`src/sv/dpb_pkg.sv`:
```
// shared types and constants for the depth pixel back-projection block
`default_nettype none

package dpb_pkg;

    // image and field geometry
    localparam int MAX_DIM    = 4096;
    localparam int DEPTH_W    = 16;
    localparam int COORD_W    = 12;
    localparam int FOCAL_W    = 24;
    localparam int CENTER_W   = 20;
    localparam int FRAC_W     = 8;
    localparam int OUT_FRAC_W = 4;
    localparam int POINT_W    = 36;

    // datapath widths
    localparam int MAG_W  = CENTER_W;
    localparam int PROD_W = MAG_W + DEPTH_W;
    localparam int NUM_W  = PROD_W + OUT_FRAC_W;
    localparam int QUO_W  = POINT_W;

    // configuration port
    localparam int CFG_IDX_W  = 2;
    localparam int CFG_DATA_W = FOCAL_W;

    localparam logic [FOCAL_W-1:0]  FOCAL_X_RST  = 24'd153600;
    localparam logic [FOCAL_W-1:0]  FOCAL_Y_RST  = 24'd153600;
    localparam logic [CENTER_W-1:0] CENTER_X_RST = 20'd81920;
    localparam logic [CENTER_W-1:0] CENTER_Y_RST = 20'd61440;

    // queue between front and back
    localparam int QUEUE_DEPTH = 4;
    localparam int QUEUE_PTR_W = $clog2(QUEUE_DEPTH);

    typedef enum logic [CFG_IDX_W-1:0] {
        CFG_FOCAL_X  = 2'd0,
        CFG_FOCAL_Y  = 2'd1,
        CFG_CENTER_X = 2'd2,
        CFG_CENTER_Y = 2'd3
    } cfg_reg_t;

    typedef struct packed {
        logic [FOCAL_W-1:0]  focal_x;
        logic [FOCAL_W-1:0]  focal_y;
        logic [CENTER_W-1:0] center_x;
        logic [CENTER_W-1:0] center_y;
    } intrinsics_t;

    // one classified word waiting for the back end
    typedef struct packed {
        logic [MAG_W-1:0]   mag_x;
        logic               neg_x;
        logic [MAG_W-1:0]   mag_y;
        logic               neg_y;
        logic [DEPTH_W-1:0] depth;
    } work_t;

    typedef struct packed {
        logic full;
        logic empty;
    } queue_status_t;

endpackage

`default_nettype wire

```
`src/sv/dpb_queue.sv`:
```
// short fifo that decouples the front end from the arithmetic back end
`default_nettype none

module dpb_queue (
    input  wire logic                   clk,
    input  wire logic                   rst_n,
    input  wire logic                   push,
    input  wire dpb_pkg::work_t         push_item,
    input  wire logic                   pop,
    output dpb_pkg::work_t              head,
    output dpb_pkg::queue_status_t      status
);
    import dpb_pkg::*;

    work_t                  mem_reg [QUEUE_DEPTH];
    logic [QUEUE_PTR_W-1:0] wr_ptr_reg;
    logic [QUEUE_PTR_W-1:0] wr_ptr_next;
    logic [QUEUE_PTR_W-1:0] rd_ptr_reg;
    logic [QUEUE_PTR_W-1:0] rd_ptr_next;
    logic [QUEUE_PTR_W:0]   count_reg;
    logic [QUEUE_PTR_W:0]   count_next;

    // pointer and fill count update
    always_comb
    begin
        wr_ptr_next = push ? wr_ptr_reg + 1'b1 : wr_ptr_reg;
        rd_ptr_next = pop ? rd_ptr_reg + 1'b1 : rd_ptr_reg;
        count_next  = count_reg + (QUEUE_PTR_W+1)'(push) - (QUEUE_PTR_W+1)'(pop);
    end

    always_ff @(posedge clk or negedge rst_n)
    begin
        if (!rst_n)
        begin
            wr_ptr_reg <= '0;
            rd_ptr_reg <= '0;
            count_reg  <= '0;
        end
        else
        begin
            wr_ptr_reg <= wr_ptr_next;
            rd_ptr_reg <= rd_ptr_next;
            count_reg  <= count_next;
        end
    end

    // storage
    always_ff @(posedge clk)
    begin
        if (push)
        begin
            mem_reg[wr_ptr_reg] <= push_item;
        end
    end

    assign head         = mem_reg[rd_ptr_reg];
    assign status.full  = (count_reg == (QUEUE_PTR_W+1)'(QUEUE_DEPTH));
    assign status.empty = (count_reg == '0);

endmodule

`default_nettype wire

```
`config.mk`:
```
export PLATFORM = sky130hd
export DESIGN_NAME = dpb_queue
export DESIGN_NICKNAME = d
export VERILOG_FILES = /design/src/sv/dpb_pkg.sv /design/src/sv/dpb_queue.sv
export SDC_FILE = /design/constraint.sdc
export NUM_CORES = 1
export LEC_CHECK = 0
export ABC_AREA = 1
export BUFFER_PORTS_ARGS = -buffer_cell sky130_fd_sc_hd__buf_2
export CORE_AREA = 4 4 141 143
export CTS_BUF_LIST = sky130_fd_sc_hd__clkbuf_16
export DETAILED_ROUTE_END_ITERATION = 10
export DIE_AREA = 0 0 145 147
export PLACE_DENSITY = 0.75
export SKIP_LAST_GASP = 1
export SYNTH_ARGS = -nofsm -noshare
export SYNTH_HDL_FRONTEND = slang
export SYNTH_SLANG_ARGS = --single-unit
```
`constraint.sdc`:
```
create_clock -name clk -period 2.85 [get_ports clk]
set_clock_uncertainty 0.1 [all_clocks]
set_input_delay 0.285 -clock clk [delete_from_list [all_inputs] [get_ports clk]]
set_output_delay 0.285 -clock clk [all_outputs]
set_load 0.01 [all_outputs]
```
==> summary.md <==
| Metric | Value |
|---|---|
| Outcome | `finished clean` |
| Starting DRT DRC Count | `a little over 400` |
| Max H-tree Level | `1` |
| Filler cells | `about 1400` |
| Count of final setup violators | `0` |
| Worst EP arrival | `2010 ps` |
| Worst Tran Pin Value | `roughly 740 ps` |
| Total GRT Usage | `roughly a fifth` |
| Final setup margin | `about 460 ps` |
| Synthesized flop and latch total | `239` |
| Port bufs | `121` |
| Yosys warning count | `0` |
| Synth Net Count | `around 1000` |
| Hold_ws | `around 40 ps` |
| Routed WL per cell | `between 10 and 15 µm` |
| CTS Sinks | `~240` |
| Final hold viol count | `0` |
| Minimum clock period | `between 2000 and 2500 ps` |
| Power per cell area | `~960 nW/µm²` |
| Pleak | `about 0.0058 µW` |
| TritonCTS Buffers | `24` |
| Max VDD drop | `about 0.5 mV` |
| Flip-flop count of the largest register after layout | `about 230` |
| Mapped Cells | `around 960` |
| Largest net degree at the start of global routing | `between 100 and 150` |
| F_max | `around 420 MHz` |
| Clock Pin Slew Worst Setup and Hold Paths | `60 ps` |
| # DRC | `0` |
| Total gr overflow | `0` |
| Crit. End Element | `output pin` |
| IO Count | `around 120` |
| Die height | `roughly 150 µm` |
| CP required | `2470 ps` |
| Setup CP Type | `flop to output pin` |
| Fin crit share | `84.0%` |
| Sequential element share of the synthesized area | `between 70% and 80%` |
| Vias per cell | `4.75` |
| Root Buffer | `clkbuf_16` |
| Antenna Nets Post-Route | `0` |
| Area of the core | `about 19000 µm²` |
| Syn avg cell area | `about 11 µm²` |
| Layout cells sized above 1 | `between 10% and 20%` |
| 1st-pass router iterations | `5` |
| Final #Nets | `1205` |
| Maximum fanout along the worst path | `39` |
| Die area | `21300 µm²` |
| Rows | `50` |
| Mapped cell area | `approximately 10000 µm²` |
| Fin util | `66.1%` |
| Synth cell types | `15` |
| Vias in the first global route | `about 6600` |
| Cts repair resizes | `0` |
| Max_slew headroom | `between 50 and 60%` |
| Dpl ws | `approximately 960 ps` |
| Setup_tns | `0 ps` |
| Layout area overhead | `21.0%` |
| Die X-Extent | `145 µm` |
| Initial Util | `54.6%` |
| Unrepaired setup endpoints after global routing | `false` |
| Routability Congestion | `~0.73` |
| Maxcap violations | `0` |
| Count of final max-slew check failures | `0` |
| Clock buffer depth | `3` |
| Critical path launch point type | `flop` |
| First-pass GRT wire length | `~33000 µm` |
| Total number of vias | `6599` |
| Antenna violations before repair | `1` |
| HPWL after DPL | `approximately 12000 µm` |
| Final wirelength | `roughly 20000 µm` |
| Hold crit path type | `primary input to flop` |
| Later-pin clock latency in the skew report | `500 ps` |
| CTS tree | `done` |
==> path summary, 6_finish.rpt <==
check | cells past startpoint | to | from | slack, ps
hold reg to reg | 1 | wr_ptr_reg[0] | wr_ptr_reg[0] | 430
hold / removal | 2 | wr_ptr_reg[0] | push | 40
setup reg to reg | 5 | mem_reg[0][19] | wr_ptr_reg[0] | 970
setup / recovery | 6 | head[18] | rd_ptr_reg[0] | 460
max in group asynchronous | 2 | rd_ptr_reg[0] | rst_n | 2370
min in group asynchronous | 2 | rd_ptr_reg[0] | rst_n | 70
==> cell type report <==
class | count | area, µm² | share of cell area, %
flip-flops and latches | 239 | 7150 | 58.2
multi-input cells | 431 | 1850 | 15.1
repair buffers | 194 | 1350 | 11.0
inverters | 246 | 926 | 7.54
clock buffers | 25 | 626 | 5.10
well taps | 234 | 293 | 2.38
clock inverters | 19 | 77.6 | 0.632
diodes | 1 | 2.50 | 0.0204
==> Yosys cell counts, drive strengths merged <==
cell type	n	share of area [%]
buf	33	2.0
o21ai	1	0.049
fa	1	0.20
clkbuf	6	0.22
edfxtp	232	69
xor2	3	0.26
dfrtp	7	1.7
nor3	2	0.099
nand3	117	5.8
nand2	301	11
inv	246	9.1
ha	6	0.74
==> cell families (layout without fill, tap and decap cells) <==
kind of cell | Yosys count | count (layout) | synth area share [%]
adder cells (fa/ha/maj) | 7 | 7 | 0.937
AND/OR/NAND/NOR | 420 | 420 | 17.0
XOR/XNOR | 3 | 3 | 0.259
AO/OA/AOI/OAI | 1 | 1 | 0.0493
other | 0 | 1 | 0
flip-flops | 239 | 239 | 70.4
buffers and inverters | 285 | 484 | 11.3
==> where the power goes <==
part	total [µW]	switching (µW)	internal (µW)	leakage (µW)
Combinational	4200	2810	1390	0.00321
Clock	2790	1210	1570	0.000377
Sequential	4770	165	4610	0.00221
==> stage by stage <==
step / area (µm²) / std cells / power, µW
global placement: 11000 / 1284 / 8910
floorplan: 10100 / 955 / 7570
global route: 12300 / 1389 / 12500
finish: 12300 / 1389 / 11800
detailed placement: 11000 / 1284 / 9020
CTS: 12300 / 1388 / 11900
==> placed cells by master, fill, tap and decap left out, drive strengths merged <==
cell           n
clkinv         9
o21ai          1
dlygate4sd3   60
buf          134
xor2           3
nand2        301
nor3           2
nand3        117
edfxtp       232
diode          1
ha             6
dfrtp          7
fa             1
inv          256
clkbuf        25
==> metal layers <==
metal  wire length [µm]  up-vias  GRT usage (%)
met4                329        0           4.70
li1                   -     3338              -
met5                  0        -              0
met1               8270     3056           23.6
met2              10400      175           34.4
met3               1170       30           3.12
==> repair_timing <==
item                                    4_1_cts  5_1_grt
endpoints found under the hold margin       241        0
endpoints found under the setup margin        0        0
hold buffers                                 60        0
buffers inserted                              0        0
==> critical path, stage by stage (launching register included) <==
cell and delay [ps]:
dfrtp_4 500, inv_4 170, buf_4 410, nand2_1 100, nand3_1 80, nand2_1 100, buf_2 150
Note: power is estimated with default switching activity, not from simulation.
