$ cat src/sv/dpb_pkg.sv
// shared types and constants for the depth pixel back-projection block
`default_nettype none

package dpb_pkg;

    // image and field geometry
    localparam int MAX_DIM    = 4096;
    localparam int DEPTH_W    = 16;
    localparam int COORD_W    = 12;
    localparam int FOCAL_W    = 24;
    localparam int CENTER_W   = 20;
    localparam int FRAC_W     = 8;
    localparam int OUT_FRAC_W = 4;
    localparam int POINT_W    = 36;

    // datapath widths
    localparam int MAG_W  = CENTER_W;
    localparam int PROD_W = MAG_W + DEPTH_W;
    localparam int NUM_W  = PROD_W + OUT_FRAC_W;
    localparam int QUO_W  = POINT_W;

    // configuration port
    localparam int CFG_IDX_W  = 2;
    localparam int CFG_DATA_W = FOCAL_W;

    localparam logic [FOCAL_W-1:0]  FOCAL_X_RST  = 24'd153600;
    localparam logic [FOCAL_W-1:0]  FOCAL_Y_RST  = 24'd153600;
    localparam logic [CENTER_W-1:0] CENTER_X_RST = 20'd81920;
    localparam logic [CENTER_W-1:0] CENTER_Y_RST = 20'd61440;

    // queue between front and back
    localparam int QUEUE_DEPTH = 4;
    localparam int QUEUE_PTR_W = $clog2(QUEUE_DEPTH);

    typedef enum logic [CFG_IDX_W-1:0] {
        CFG_FOCAL_X  = 2'd0,
        CFG_FOCAL_Y  = 2'd1,
        CFG_CENTER_X = 2'd2,
        CFG_CENTER_Y = 2'd3
    } cfg_reg_t;

    typedef struct packed {
        logic [FOCAL_W-1:0]  focal_x;
        logic [FOCAL_W-1:0]  focal_y;
        logic [CENTER_W-1:0] center_x;
        logic [CENTER_W-1:0] center_y;
    } intrinsics_t;

    // one classified word waiting for the back end
    typedef struct packed {
        logic [MAG_W-1:0]   mag_x;
        logic               neg_x;
        logic [MAG_W-1:0]   mag_y;
        logic               neg_y;
        logic [DEPTH_W-1:0] depth;
    } work_t;

    typedef struct packed {
        logic full;
        logic empty;
    } queue_status_t;

endpackage

`default_nettype wire

$ cat src/sv/dpb_front.sv
// front end: drops empty or out-of-frame samples and forms the centered offsets
`default_nettype none

module dpb_front (
    input  wire logic                         in_valid,
    output logic                              in_ready,
    input  wire logic [dpb_pkg::DEPTH_W-1:0]  depth,
    input  wire logic [dpb_pkg::COORD_W-1:0]  pixel_row,
    input  wire logic [dpb_pkg::COORD_W-1:0]  pixel_col,
    input  wire dpb_pkg::intrinsics_t         intr,
    input  wire dpb_pkg::queue_status_t       q_status,
    output logic                              push,
    output dpb_pkg::work_t                    push_item
);
    import dpb_pkg::*;

    logic             keep;
    logic [MAG_W:0]   off_x;
    logic [MAG_W:0]   off_y;

    // sign and magnitude of coord*256 - center
    function automatic logic [MAG_W:0] offset(input logic [COORD_W-1:0] coord,
                                              input logic [CENTER_W-1:0] center);
        logic [CENTER_W-1:0] pos;
        logic                neg;
        logic [MAG_W-1:0]    mag;
        pos = CENTER_W'({coord, {FRAC_W{1'b0}}});
        neg = pos < center;
        mag = neg ? (center - pos) : (pos - center);
        return {neg, mag};
    endfunction

    assign off_x = offset(pixel_col, intr.center_x);
    assign off_y = offset(pixel_row, intr.center_y);

    // classify: zero depth or coordinate outside the frame gives no word
    assign keep = (depth != '0) && (int'(pixel_row) < MAX_DIM) && (int'(pixel_col) < MAX_DIM);

    assign in_ready = !q_status.full;
    assign push     = in_valid && in_ready && keep;

    assign push_item.mag_x = off_x[MAG_W-1:0];
    assign push_item.neg_x = off_x[MAG_W];
    assign push_item.mag_y = off_y[MAG_W-1:0];
    assign push_item.neg_y = off_y[MAG_W];
    assign push_item.depth = depth;

endmodule

`default_nettype wire

$ cat config.mk
export PLATFORM = sky130hd
export DESIGN_NAME = dpb_front
export DESIGN_NICKNAME = d
export VERILOG_FILES = /design/src/sv/dpb_pkg.sv /design/src/sv/dpb_front.sv
export SDC_FILE = /design/constraint.sdc
export NUM_CORES = 1
export LEC_CHECK = 0
export BUFFER_PORTS_ARGS = -buffer_cell sky130_fd_sc_hd__clkbuf_2
export CORE_AREA = 4 4 101 103
export DETAILED_ROUTE_END_ITERATION = 10
export DIE_AREA = 0 0 105 107
export GPL_TIMING_DRIVEN = 0
export PLACE_DENSITY = 0.62
export SETUP_SLACK_MARGIN = 0.15
export SYNTH_ARGS = -nofsm -noshare
export SYNTH_HDL_FRONTEND = slang
export SYNTH_SLANG_ARGS = --single-unit
$ cat constraint.sdc
create_clock -name vclk -period 2.2
set_clock_uncertainty 0.1 [all_clocks]
set_input_delay 0.11 -clock vclk [all_inputs]
set_output_delay 0.11 -clock vclk [all_outputs]
set_load 0.03 [all_outputs]
==> results.sh, run 1 <==
export IMPL_startpoint="intr[37]"
export IMPL_grt_setup_unrepaired="true"
export IMPL_antenna_found_initial=0
export IMPL_startpoint_type="input pin"
export IMPL_dp_worst_setup_slack_ns=-0.540
export IMPL_cap_viol_max_count=0
export IMPL_path_buf_inv=5
export IMPL_syn_area_um2=2830
export IMPL_period_needed_ns=2.54
export IMPL_min_delay_start="q_status[1]"
export IMPL_drv_slew=0
export IMPL_overflow=0
export IMPL_io_pins=191
export IMPL_drive_gt1_share_pct=66.3
export IMPL_finalSetupViolCount=37
export IMPL_area_delta_synth_final_pct=118
export IMPL_power_leakage_nw=2.88
export IMPL_cpMostUsedCell="buf_6"
export IMPL_cp_slowest_stage_delay_ns=0.36
export IMPL_crit_required_ns=1.99
export IMPL_syn_inst=395
export IMPL_hpwl_um=7770
export IMPL_ant_nets=0
export IMPL_nClkBuffers=0
export IMPL_cp_depth=12
export IMPL_nets=781
export IMPL_die_area_um2=11200
export IMPL_diodes=0
export IMPL_crit_type="in -> out"
export IMPL_worstHoldEndpoint="in_ready"
export IMPL_start_util_pct=30.8
export IMPL_grt_pass1_vias=3677
export IMPL_core_area_um2=9200
export IMPL_seq_area_frac_synth_pct=0
export IMPL_synth_area_per_cell_um2=7.17
export IMPL_num_rows=35
export IMPL_seq_cells=0
export IMPL_status="complete, but fails checks"
export IMPL_setup_slack_ns=-0.342
export IMPL_dpl_cell_area_um2=4600
export IMPL_finalHoldViolCount=0
export IMPL_route_detailed_drc=0
export IMPL_crit_path_end_kind="output pin"
export IMPL_die_w_um=105
export IMPL_yosysWarningCount=0
export IMPL_wl_per_cell_um=15.1
export IMPL_grt_start_max_net_pins=10
export IMPL_avgViaCountPerCell=5.05
export IMPL_violations="negative setup slack"
export IMPL_worst_slew_pin_slew_ns=0.993
export IMPL_grt_pass1_wl_um=17100
export IMPL_peakVddDrop_mv=0.270
export IMPL_dr_pass1_iters=4
export IMPL_slew_headroom_pct=33.7
export IMPL_critPathTopFamily="compound AO/OA/AOI/OAI gates"
export IMPL_gp_congestion=0.850
export IMPL_cp_slowest_cell="a221o_1"
export IMPL_yosysTopAreaCellShare_pct=20.3
export IMPL_totalWireLength_um=10800
export IMPL_port_buffers=142
export IMPL_syn_num_nets=574
export IMPL_synth_area_leader_cell="ha_1"
export IMPL_utilization_pct=67.2
export IMPL_critical_path_cell_chain="buf_6, ha_4, buf_6, a21o_1, a21o_1, a221o_1, a31oi_4, buf_6, buf_12, mux2i_4, xor2_4, buf_8"
export IMPL_via_count=3590
export IMPL_seqCellArea_um2=0
export IMPL_min_path_cells=3
export IMPL_fin_tns_setup_ns=-7.57
export IMPL_synth_area_top_cells="ha_1, inv_1, xor2_1"
export IMPL_holdBufCountCts=0
export IMPL_synth_distinct_cells=59
export IMPL_die_h_um=107
export IMPL_critPathMaxFanout=5
export IMPL_arrival_ns=2.33
export IMPL_grt_usage_pct=17.8
export IMPL_drtIter0Drc=133
export IMPL_hold_path_class="in -> out"
export IMPL_final_common_cell="clkbuf_2"
export IMPL_finalInstanceArea_um2=6180
export IMPL_p_per_area_nw_per_um2=437
export IMPL_fin_crit_sh_pct=116
export IMPL_max_freq_mhz=393
export IMPL_final_cell_mix="clkbuf_2, buf_4, inv_1"
## report_power, final
part           leakage (nW)  internal (mW)  total, mW  switching (mW)
Clock                     0              0          0               0
Sequential                0              0          0               0
Combinational          2.88           1.36       2.70            1.34
## how the worst max path moves through the flow
stage / to / slack (ns)
finish: push_item[49] / -0.34
global route: push_item[53] / -0.42
CTS: push_item[53] / -0.34
detailed placement: push_item[56] / -0.54
global placement: push_item[36] / -0.54
floorplan: push_item[56] / -0.15
## routing by layer
| metal | part of all wire [%] | vias up | wire length (µm) | global-route usage [%] |
|---|---|---|---|---|
| met1 | 41 | 1691 | 4390 | 21.4 |
| met5 | 0 | - | 0 | 0 |
| met3 | 5.7 | 10 | 608 | 2.41 |
| met2 | 53 | 120 | 5660 | 34.6 |
| met4 | 0.96 | 0 | 103 | 1.59 |
| li1 | - | 1769 | - | - |
## kinds of logic (layout without fill, tap and decap cells)
kind of cell | count (synthesis) | count (layout) | synth area share, %
fa+ha+maj | 48 | 48 | 21.7
buf+inv | 94 | 299 | 16.1
mux | 13 | 13 | 4.64
compound gates | 110 | 110 | 26.7
xor+xnor | 36 | 36 | 11.1
simple gates | 94 | 94 | 19.7
## cells in the mapped netlist, drive strengths merged (2+ instances only)
master  number
nand3b       3
ha          46
o21a         5
a21boi       3
mux2i       12
nand4        6
xnor2       14
a21oi       33
fa           2
o21ai       17
a21o        18
nor2        13
inv         58
nand3        6
nand2       24
nor4        10
a221oi       5
a211oi       3
o22a         2
and2         3
a31oi       13
and4         3
and3         7
xor2        22
clkbuf       6
nor3b        3
buf         30
nor3         7
o32ai        2
nor2b        5
## worst min-delay path: stages
cell	delay, ns
clkbuf_2	0.08
inv_1	0.04
clkbuf_2	0.17
## layout make-up
type / instances / area [µm²]
Buffer: 36 / 358
Fill cell: 669 / 3020
Inverter: 58 / 258
Multi-Input combinational cell: 301 / 3650
Tap cell: 111 / 139
Timing Repair Buffer: 204 / 1770
Timing Repair inverter: 1 / 11.3
## what timing repair did
action,4_1_cts,5_1_grt
pin swaps,50,34
buffers inserted,42,18
resized for setup,164,77
setup endpoints to repair,40,40
cloned,3,0
## stage by stage
stage          hold slack (ns)  instances  power [mW]
2_1_floorplan            0.202        395        1.45
3_3_place_gp             0.408        648        1.87
3_5_place_dp             0.408        648        1.89
4_1_cts                  0.408        693        2.50
5_1_grt                  0.417        711        2.85
6_report                 0.408        711        2.70
Note: power is estimated with default switching activity, not from simulation.
==> run 2: changes to the inputs <==
--- a/config.mk
+++ b/config.mk
@@ -6,9 +6,9 @@
 export NUM_CORES = 1
 export LEC_CHECK = 0
 export BUFFER_PORTS_ARGS = -buffer_cell sky130_fd_sc_hd__clkbuf_2
-export CORE_AREA = 4 4 101 103
+export CORE_AREA = 4 4 93 112
 export DETAILED_ROUTE_END_ITERATION = 10
-export DIE_AREA = 0 0 105 107
+export DIE_AREA = 0 0 97 116
 export GPL_TIMING_DRIVEN = 0
 export PLACE_DENSITY = 0.62
 export SETUP_SLACK_MARGIN = 0.15
==> run 2 against run 1 <==
Effect of this change: the flow still finishes with violations (negative setup slack); clock-buffer cell count unchanged; first-iteration DRC count rose by 9.8%; utilization down 2.9 points; via count is 1.6% lower; critical path depth unchanged; die area rose by 0.15%.
==> results.sh, run 2 (synthesized netlist as in run 1, its figures left out) <==
export IMPL_status="complete, but fails checks"
export IMPL_violations="negative setup slack"
export IMPL_critPathTopFamily="buffers and inverters"
export IMPL_utilization_pct=64.4
export IMPL_crit_path_end_kind="output pin"
export IMPL_dp_cells=660
export IMPL_die_h_um=116
export IMPL_area_delta_synth_final_pct=114
export IMPL_gp_congestion=0.879
export IMPL_nets=777
export IMPL_finalHoldViolCount=0
export IMPL_path_buf_inv=5
export IMPL_start_util_pct=30.1
export IMPL_cp_slowest_stage_delay_ns=0.38
export IMPL_hold_path_class="in -> out"
export IMPL_dr_pass1_iters=6
export IMPL_overflow=0
export IMPL_nClkBuffers=0
export IMPL_seqCellArea_um2=0
export IMPL_finalPower_mw=2.62
export IMPL_cpMostUsedCell="buf_6"
export IMPL_drv_slew=0
export IMPL_totalWireLength_um=10100
export IMPL_power_leakage_nw=2.84
export IMPL_p_per_area_nw_per_um2=432
export IMPL_ant_nets=0
export IMPL_fillCellCount=748
export IMPL_grt_pass1_wl_um=16400
export IMPL_max_freq_mhz=389
export IMPL_grt_usage_pct=16.9
export IMPL_fin_cells=719
export IMPL_avgViaCountPerCell=4.92
export IMPL_min_delay_start="q_status[1]"
export IMPL_diodes=0
export IMPL_setup_slack_ns=-0.369
export IMPL_route_detailed_drc=0
export IMPL_final_cell_mix="clkbuf_2, buf_4, inv_1"
export IMPL_finalSetupViolCount=39
export IMPL_holdBufCountCts=0
export IMPL_core_area_um2=9420
export IMPL_period_needed_ns=2.57
export IMPL_dpl_cell_area_um2=4610
export IMPL_via_count=3534
export IMPL_cap_viol_max_count=0
export IMPL_startpoint="intr[37]"
export IMPL_slew_headroom_pct=32.0
export IMPL_drive_gt1_share_pct=65.1
export IMPL_peakVddDrop_mv=0.257
export IMPL_wl_per_cell_um=14.1
export IMPL_die_area_um2=11300
export IMPL_cp_slowest_cell="a221o_1"
export IMPL_antenna_found_initial=0
export IMPL_arrival_ns=2.36
export IMPL_worst_slew_pin_slew_ns=1.02
export IMPL_grt_pass1_vias=3583
export IMPL_die_w_um=97
export IMPL_hpwl_um=7850
export IMPL_port_buffers=142
export IMPL_fin_crit_sh_pct=117
export IMPL_finalInstanceArea_um2=6060
export IMPL_startpoint_type="input pin"
export IMPL_num_rows=39
export IMPL_crit_required_ns=1.99
export IMPL_grt_setup_unrepaired="true"
export IMPL_drtIter0Drc=146
export IMPL_critical_path_cell_chain="buf_6, ha_4, buf_6, and2_4, and3_4, a221o_1, a31oi_4, buf_6, buf_16, mux2i_4, xnor2_2, clkbuf_8"
export IMPL_critPathMaxFanout=5
export IMPL_seq_cells=0
export IMPL_crit_type="in -> out"
export IMPL_grt_start_max_net_pins=11
export IMPL_io_pins=191
export IMPL_final_common_cell="clkbuf_2"
-- run 2: final timing paths --
kind,to,slack (ns),cells past startpoint
worst max-delay path,push_item[54],-0.37,12
worst min-delay path,in_ready,0.44,3
-- run 2: stage by stage --
| step | TNS (ns) | hold WS [ns] | setup WS (ns) |
|---|---|---|---|
| after floorplan | -1.73 | 0.202 | -0.149 |
| final | -9.26 | 0.440 | -0.369 |
| after detailed placement | -15.31 | 0.438 | -0.555 |
| after CTS | -8.13 | 0.439 | -0.379 |
| after global routing | -12.52 | 0.457 | -0.459 |
| after global placement | -14.62 | 0.425 | -0.541 |
-- run 2: layout make-up --
type / instances / area (µm²) / area share (%)
buffer: 36 / 353 / 5.82
inverter: 58 / 258 / 4.25
multi-input combinational: 301 / 3630 / 59.9
tap: 123 / 154 / 2.54
timing repair buffer: 200 / 1650 / 27.3
timing repair inverter: 1 / 11.3 / 0.186
-- run 2: what timing repair did --
item                       CTS  global route
setup endpoints to repair   40            40
gates resized for setup    136            88
gates cloned                 2             0
buffers inserted            40            17
pin swaps                   42            33
-- run 2: power by group --
group          switching (mW)  internal [mW]
clock                       0              0
combinational            1.32           1.30
sequential                  0              0
total                    1.32           1.30
-- run 2: routing by layer --
layer | up-vias | track usage (%) | routed length, µm | share of wire [%]
met4 | 0 | 2.25 | 155 | 1.5
met1 | 1652 | 18.6 | 3720 | 37
met3 | 10 | 2.35 | 615 | 6.1
met5 | - | 0 | 0 | 0
met2 | 123 | 34.7 | 5640 | 56
li1 | 1749 | - | - | -
==> run 3: changes to the inputs <==
--- a/config.mk
+++ b/config.mk
@@ -5,12 +5,13 @@
 export SDC_FILE = /design/constraint.sdc
 export NUM_CORES = 1
 export LEC_CHECK = 0
+export ABC_AREA = 1
 export BUFFER_PORTS_ARGS = -buffer_cell sky130_fd_sc_hd__clkbuf_2
-export CORE_AREA = 4 4 93 112
+export CORE_AREA = 4 4 105 127
 export DETAILED_ROUTE_END_ITERATION = 10
-export DIE_AREA = 0 0 97 116
+export DIE_AREA = 0 0 109 131
 export GPL_TIMING_DRIVEN = 0
-export PLACE_DENSITY = 0.62
+export PLACE_DENSITY = 0.58
 export SETUP_SLACK_MARGIN = 0.15
 export SYNTH_ARGS = -nofsm -noshare
 export SYNTH_HDL_FRONTEND = slang
==> run 3 against run 2 <==
Effect of this change: maximum frequency up 29%; cell count grew 44%; highest routed layer unchanged; die area grew 27%; global-route usage decreased by 2.0 points; power decreased by 26%; the flow now finishes without violations; worst setup slack better by 0.58 ns; sequential share of layout area unchanged; area after synthesis is 31% higher; cell area is 12% lower; synthesized cell count rose by 79%; via count increased by 30%; critical endpoint is now push_item[55].
==> results.sh, run 3 <==
export IMPL_syn_inst=709
export IMPL_seq_cells=0
export IMPL_grt_pass1_vias=4066
export IMPL_avgViaCountPerCell=4.46
export IMPL_cap_viol_max_count=0
export IMPL_area_delta_synth_final_pct=43.3
export IMPL_finalInstanceArea_um2=5330
export IMPL_die_w_um=109
export IMPL_dr_pass1_iters=4
export IMPL_hold_path_class="in -> out"
export IMPL_synth_top_cells_by_count="nand2_1, inv_1, ha_1, nand3_1, a21oi_1"
export IMPL_worst_slew_pin_slew_ns=0.418
export IMPL_synth_compound_area_share_pct=12.0
export IMPL_max_freq_mhz=504
export IMPL_ant_nets=0
export IMPL_port_buffers=142
export IMPL_yosys_area_share_simple_pct=42.6
export IMPL_timing_hold_ws_ns=0.400
export IMPL_synthAdderAreaFrac_pct=16.6
export IMPL_nClkBuffers=0
export IMPL_final_cell_mix="nand2_1, inv_1, clkbuf_2"
export IMPL_synth_distinct_cells=32
export IMPL_seq_area_frac_synth_pct=0
export IMPL_slew_headroom_pct=72.1
export IMPL_synth_area_leader_cell="nand2_1"
export IMPL_gp_congestion=0.887
export IMPL_grt_start_max_net_pins=11
export IMPL_synth_top_family_by_area="simple AND/OR/NAND/NOR gates"
export IMPL_grt_setup_unrepaired="true"
export IMPL_critPathMaxFanout=7
export IMPL_wl_per_cell_um=11.2
export IMPL_route_detailed_drc=0
export IMPL_diodes=0
export IMPL_num_rows=44
export IMPL_seqCellArea_um2=0
export IMPL_period_needed_ns=1.99
export IMPL_synthXorXnorAreaFrac_pct=8.02
export IMPL_fin_cells=1034
export IMPL_drtIter0Drc=164
export IMPL_grt_pass1_wl_um=17900
export IMPL_synthMuxAreaShare_pct=0
export IMPL_io_pins=191
export IMPL_status="completed"
export IMPL_peakVddDrop_mv=0.259
export IMPL_p_per_area_nw_per_um2=366
export IMPL_overflow=0
export IMPL_finalPower_mw=1.95
export IMPL_crit_path_end_kind="output pin"
export IMPL_syn_area_um2=3710
export IMPL_dpl_cell_area_um2=4630
export IMPL_finalSetupViolCount=0
export IMPL_synth_area_per_cell_um2=5.24
export IMPL_drive_gt1_share_pct=32.5
export IMPL_start_util_pct=30.8
export IMPL_power_leakage_nw=3.29
export IMPL_finalHoldViolCount=0
export IMPL_yosysTopAreaCellShare_pct=28.1
export IMPL_arrival_ns=1.78
export IMPL_die_area_um2=14300
export IMPL_grt_usage_pct=14.9
export IMPL_fin_crit_sh_pct=90.2
export IMPL_drv_slew=0
export IMPL_syn_num_nets=888
export IMPL_crit_type="in -> out"
export IMPL_fin_tns_setup_ns=0
export IMPL_nets=1054
export IMPL_via_count=4611
export IMPL_hpwl_um=9720
export IMPL_final_common_cell="nand2_1"
export IMPL_totalWireLength_um=11500
export IMPL_holdBufCountCts=0
export IMPL_antenna_found_initial=0
export IMPL_startpoint_type="input pin"
export IMPL_yosysWarningCount=0
export IMPL_synth_area_top_cells="nand2_1, ha_1, inv_1"
export IMPL_crit_required_ns=1.99
export IMPL_dp_cells=1012
export IMPL_core_area_um2=12100
export IMPL_die_h_um=131
export IMPL_synth_most_common_cell="nand2_1"
run 3: cell families (layout without fill, tap and decap cells):
kind of cell               after synthesis  after routing
adders and majority gates               48             48
and+or+nand+nor                        379            379
AOI/OAI and AO/OA                       74             74
xor gates and xnor gates                34             34
buffers and inverters                  174            338
run 3: worst paths after layout:
path,from,endpoint,slack [ns],depth (start not counted)
worst max-delay path,pixel_col[6],push_item[55],0.21,12
worst min-delay path,q_status[1],in_ready,0.40,3
run 3: power breakdown:
part | internal (mW) | total (mW) | leakage (nW) | switching [mW]
Clock | 0 | 0 | 0 | 0
Combinational | 0.793 | 1.95 | 3.29 | 1.16
Sequential | 0 | 0 | 0 | 0
run 3: area by class of cell:
| cell class | instances | area (µm²) |
|---|---|---|
| fill | 1354 | 6730 |
| timing repair buffer | 164 | 1070 |
| buffer | 34 | 297 |
| tap | 161 | 201 |
| inverter | 140 | 526 |
| multi-input combinational | 535 | 3230 |
run 3: per-layer routing:
metal / GRT usage, % / routed length [µm]
met5: 0 / 0
met3: 0.786 / 613
met4: 0.223 / 46
met2: 29.2 / 5970
met1: 18.7 / 4900
run 3: critical path: stages:
cell	delay (ns)
clkbuf_2	0.09
inv_1	0.04
ha_1	0.27
clkbuf_4	0.18
nand2_4	0.12
nor2_4	0.06
and2_4	0.17
a21oi_4	0.25
buf_6	0.17
nand2_1	0.05
nand2_1	0.09
clkbuf_8	0.16
run 3: timing repair:
| item | in CTS | in global routing |
|---|---|---|
| cloned | 3 | 3 |
| hold endpoints to repair | 0 | 0 |
| gates resized for setup | 61 | 142 |
| setup buffers | 7 | 9 |
| pin swaps | 5 | 23 |
| setup endpoints to repair | 40 | 39 |
run 3: through the flow:
step / utilization [%] / setup slack, ns
after floorplan: - / 0.0974
final: 44.2 / 0.215
after global routing: 44.2 / 0.124
after global placement: 38.4 / -0.119
after CTS: 40.6 / 0.128
after detailed placement: 38.4 / -0.121
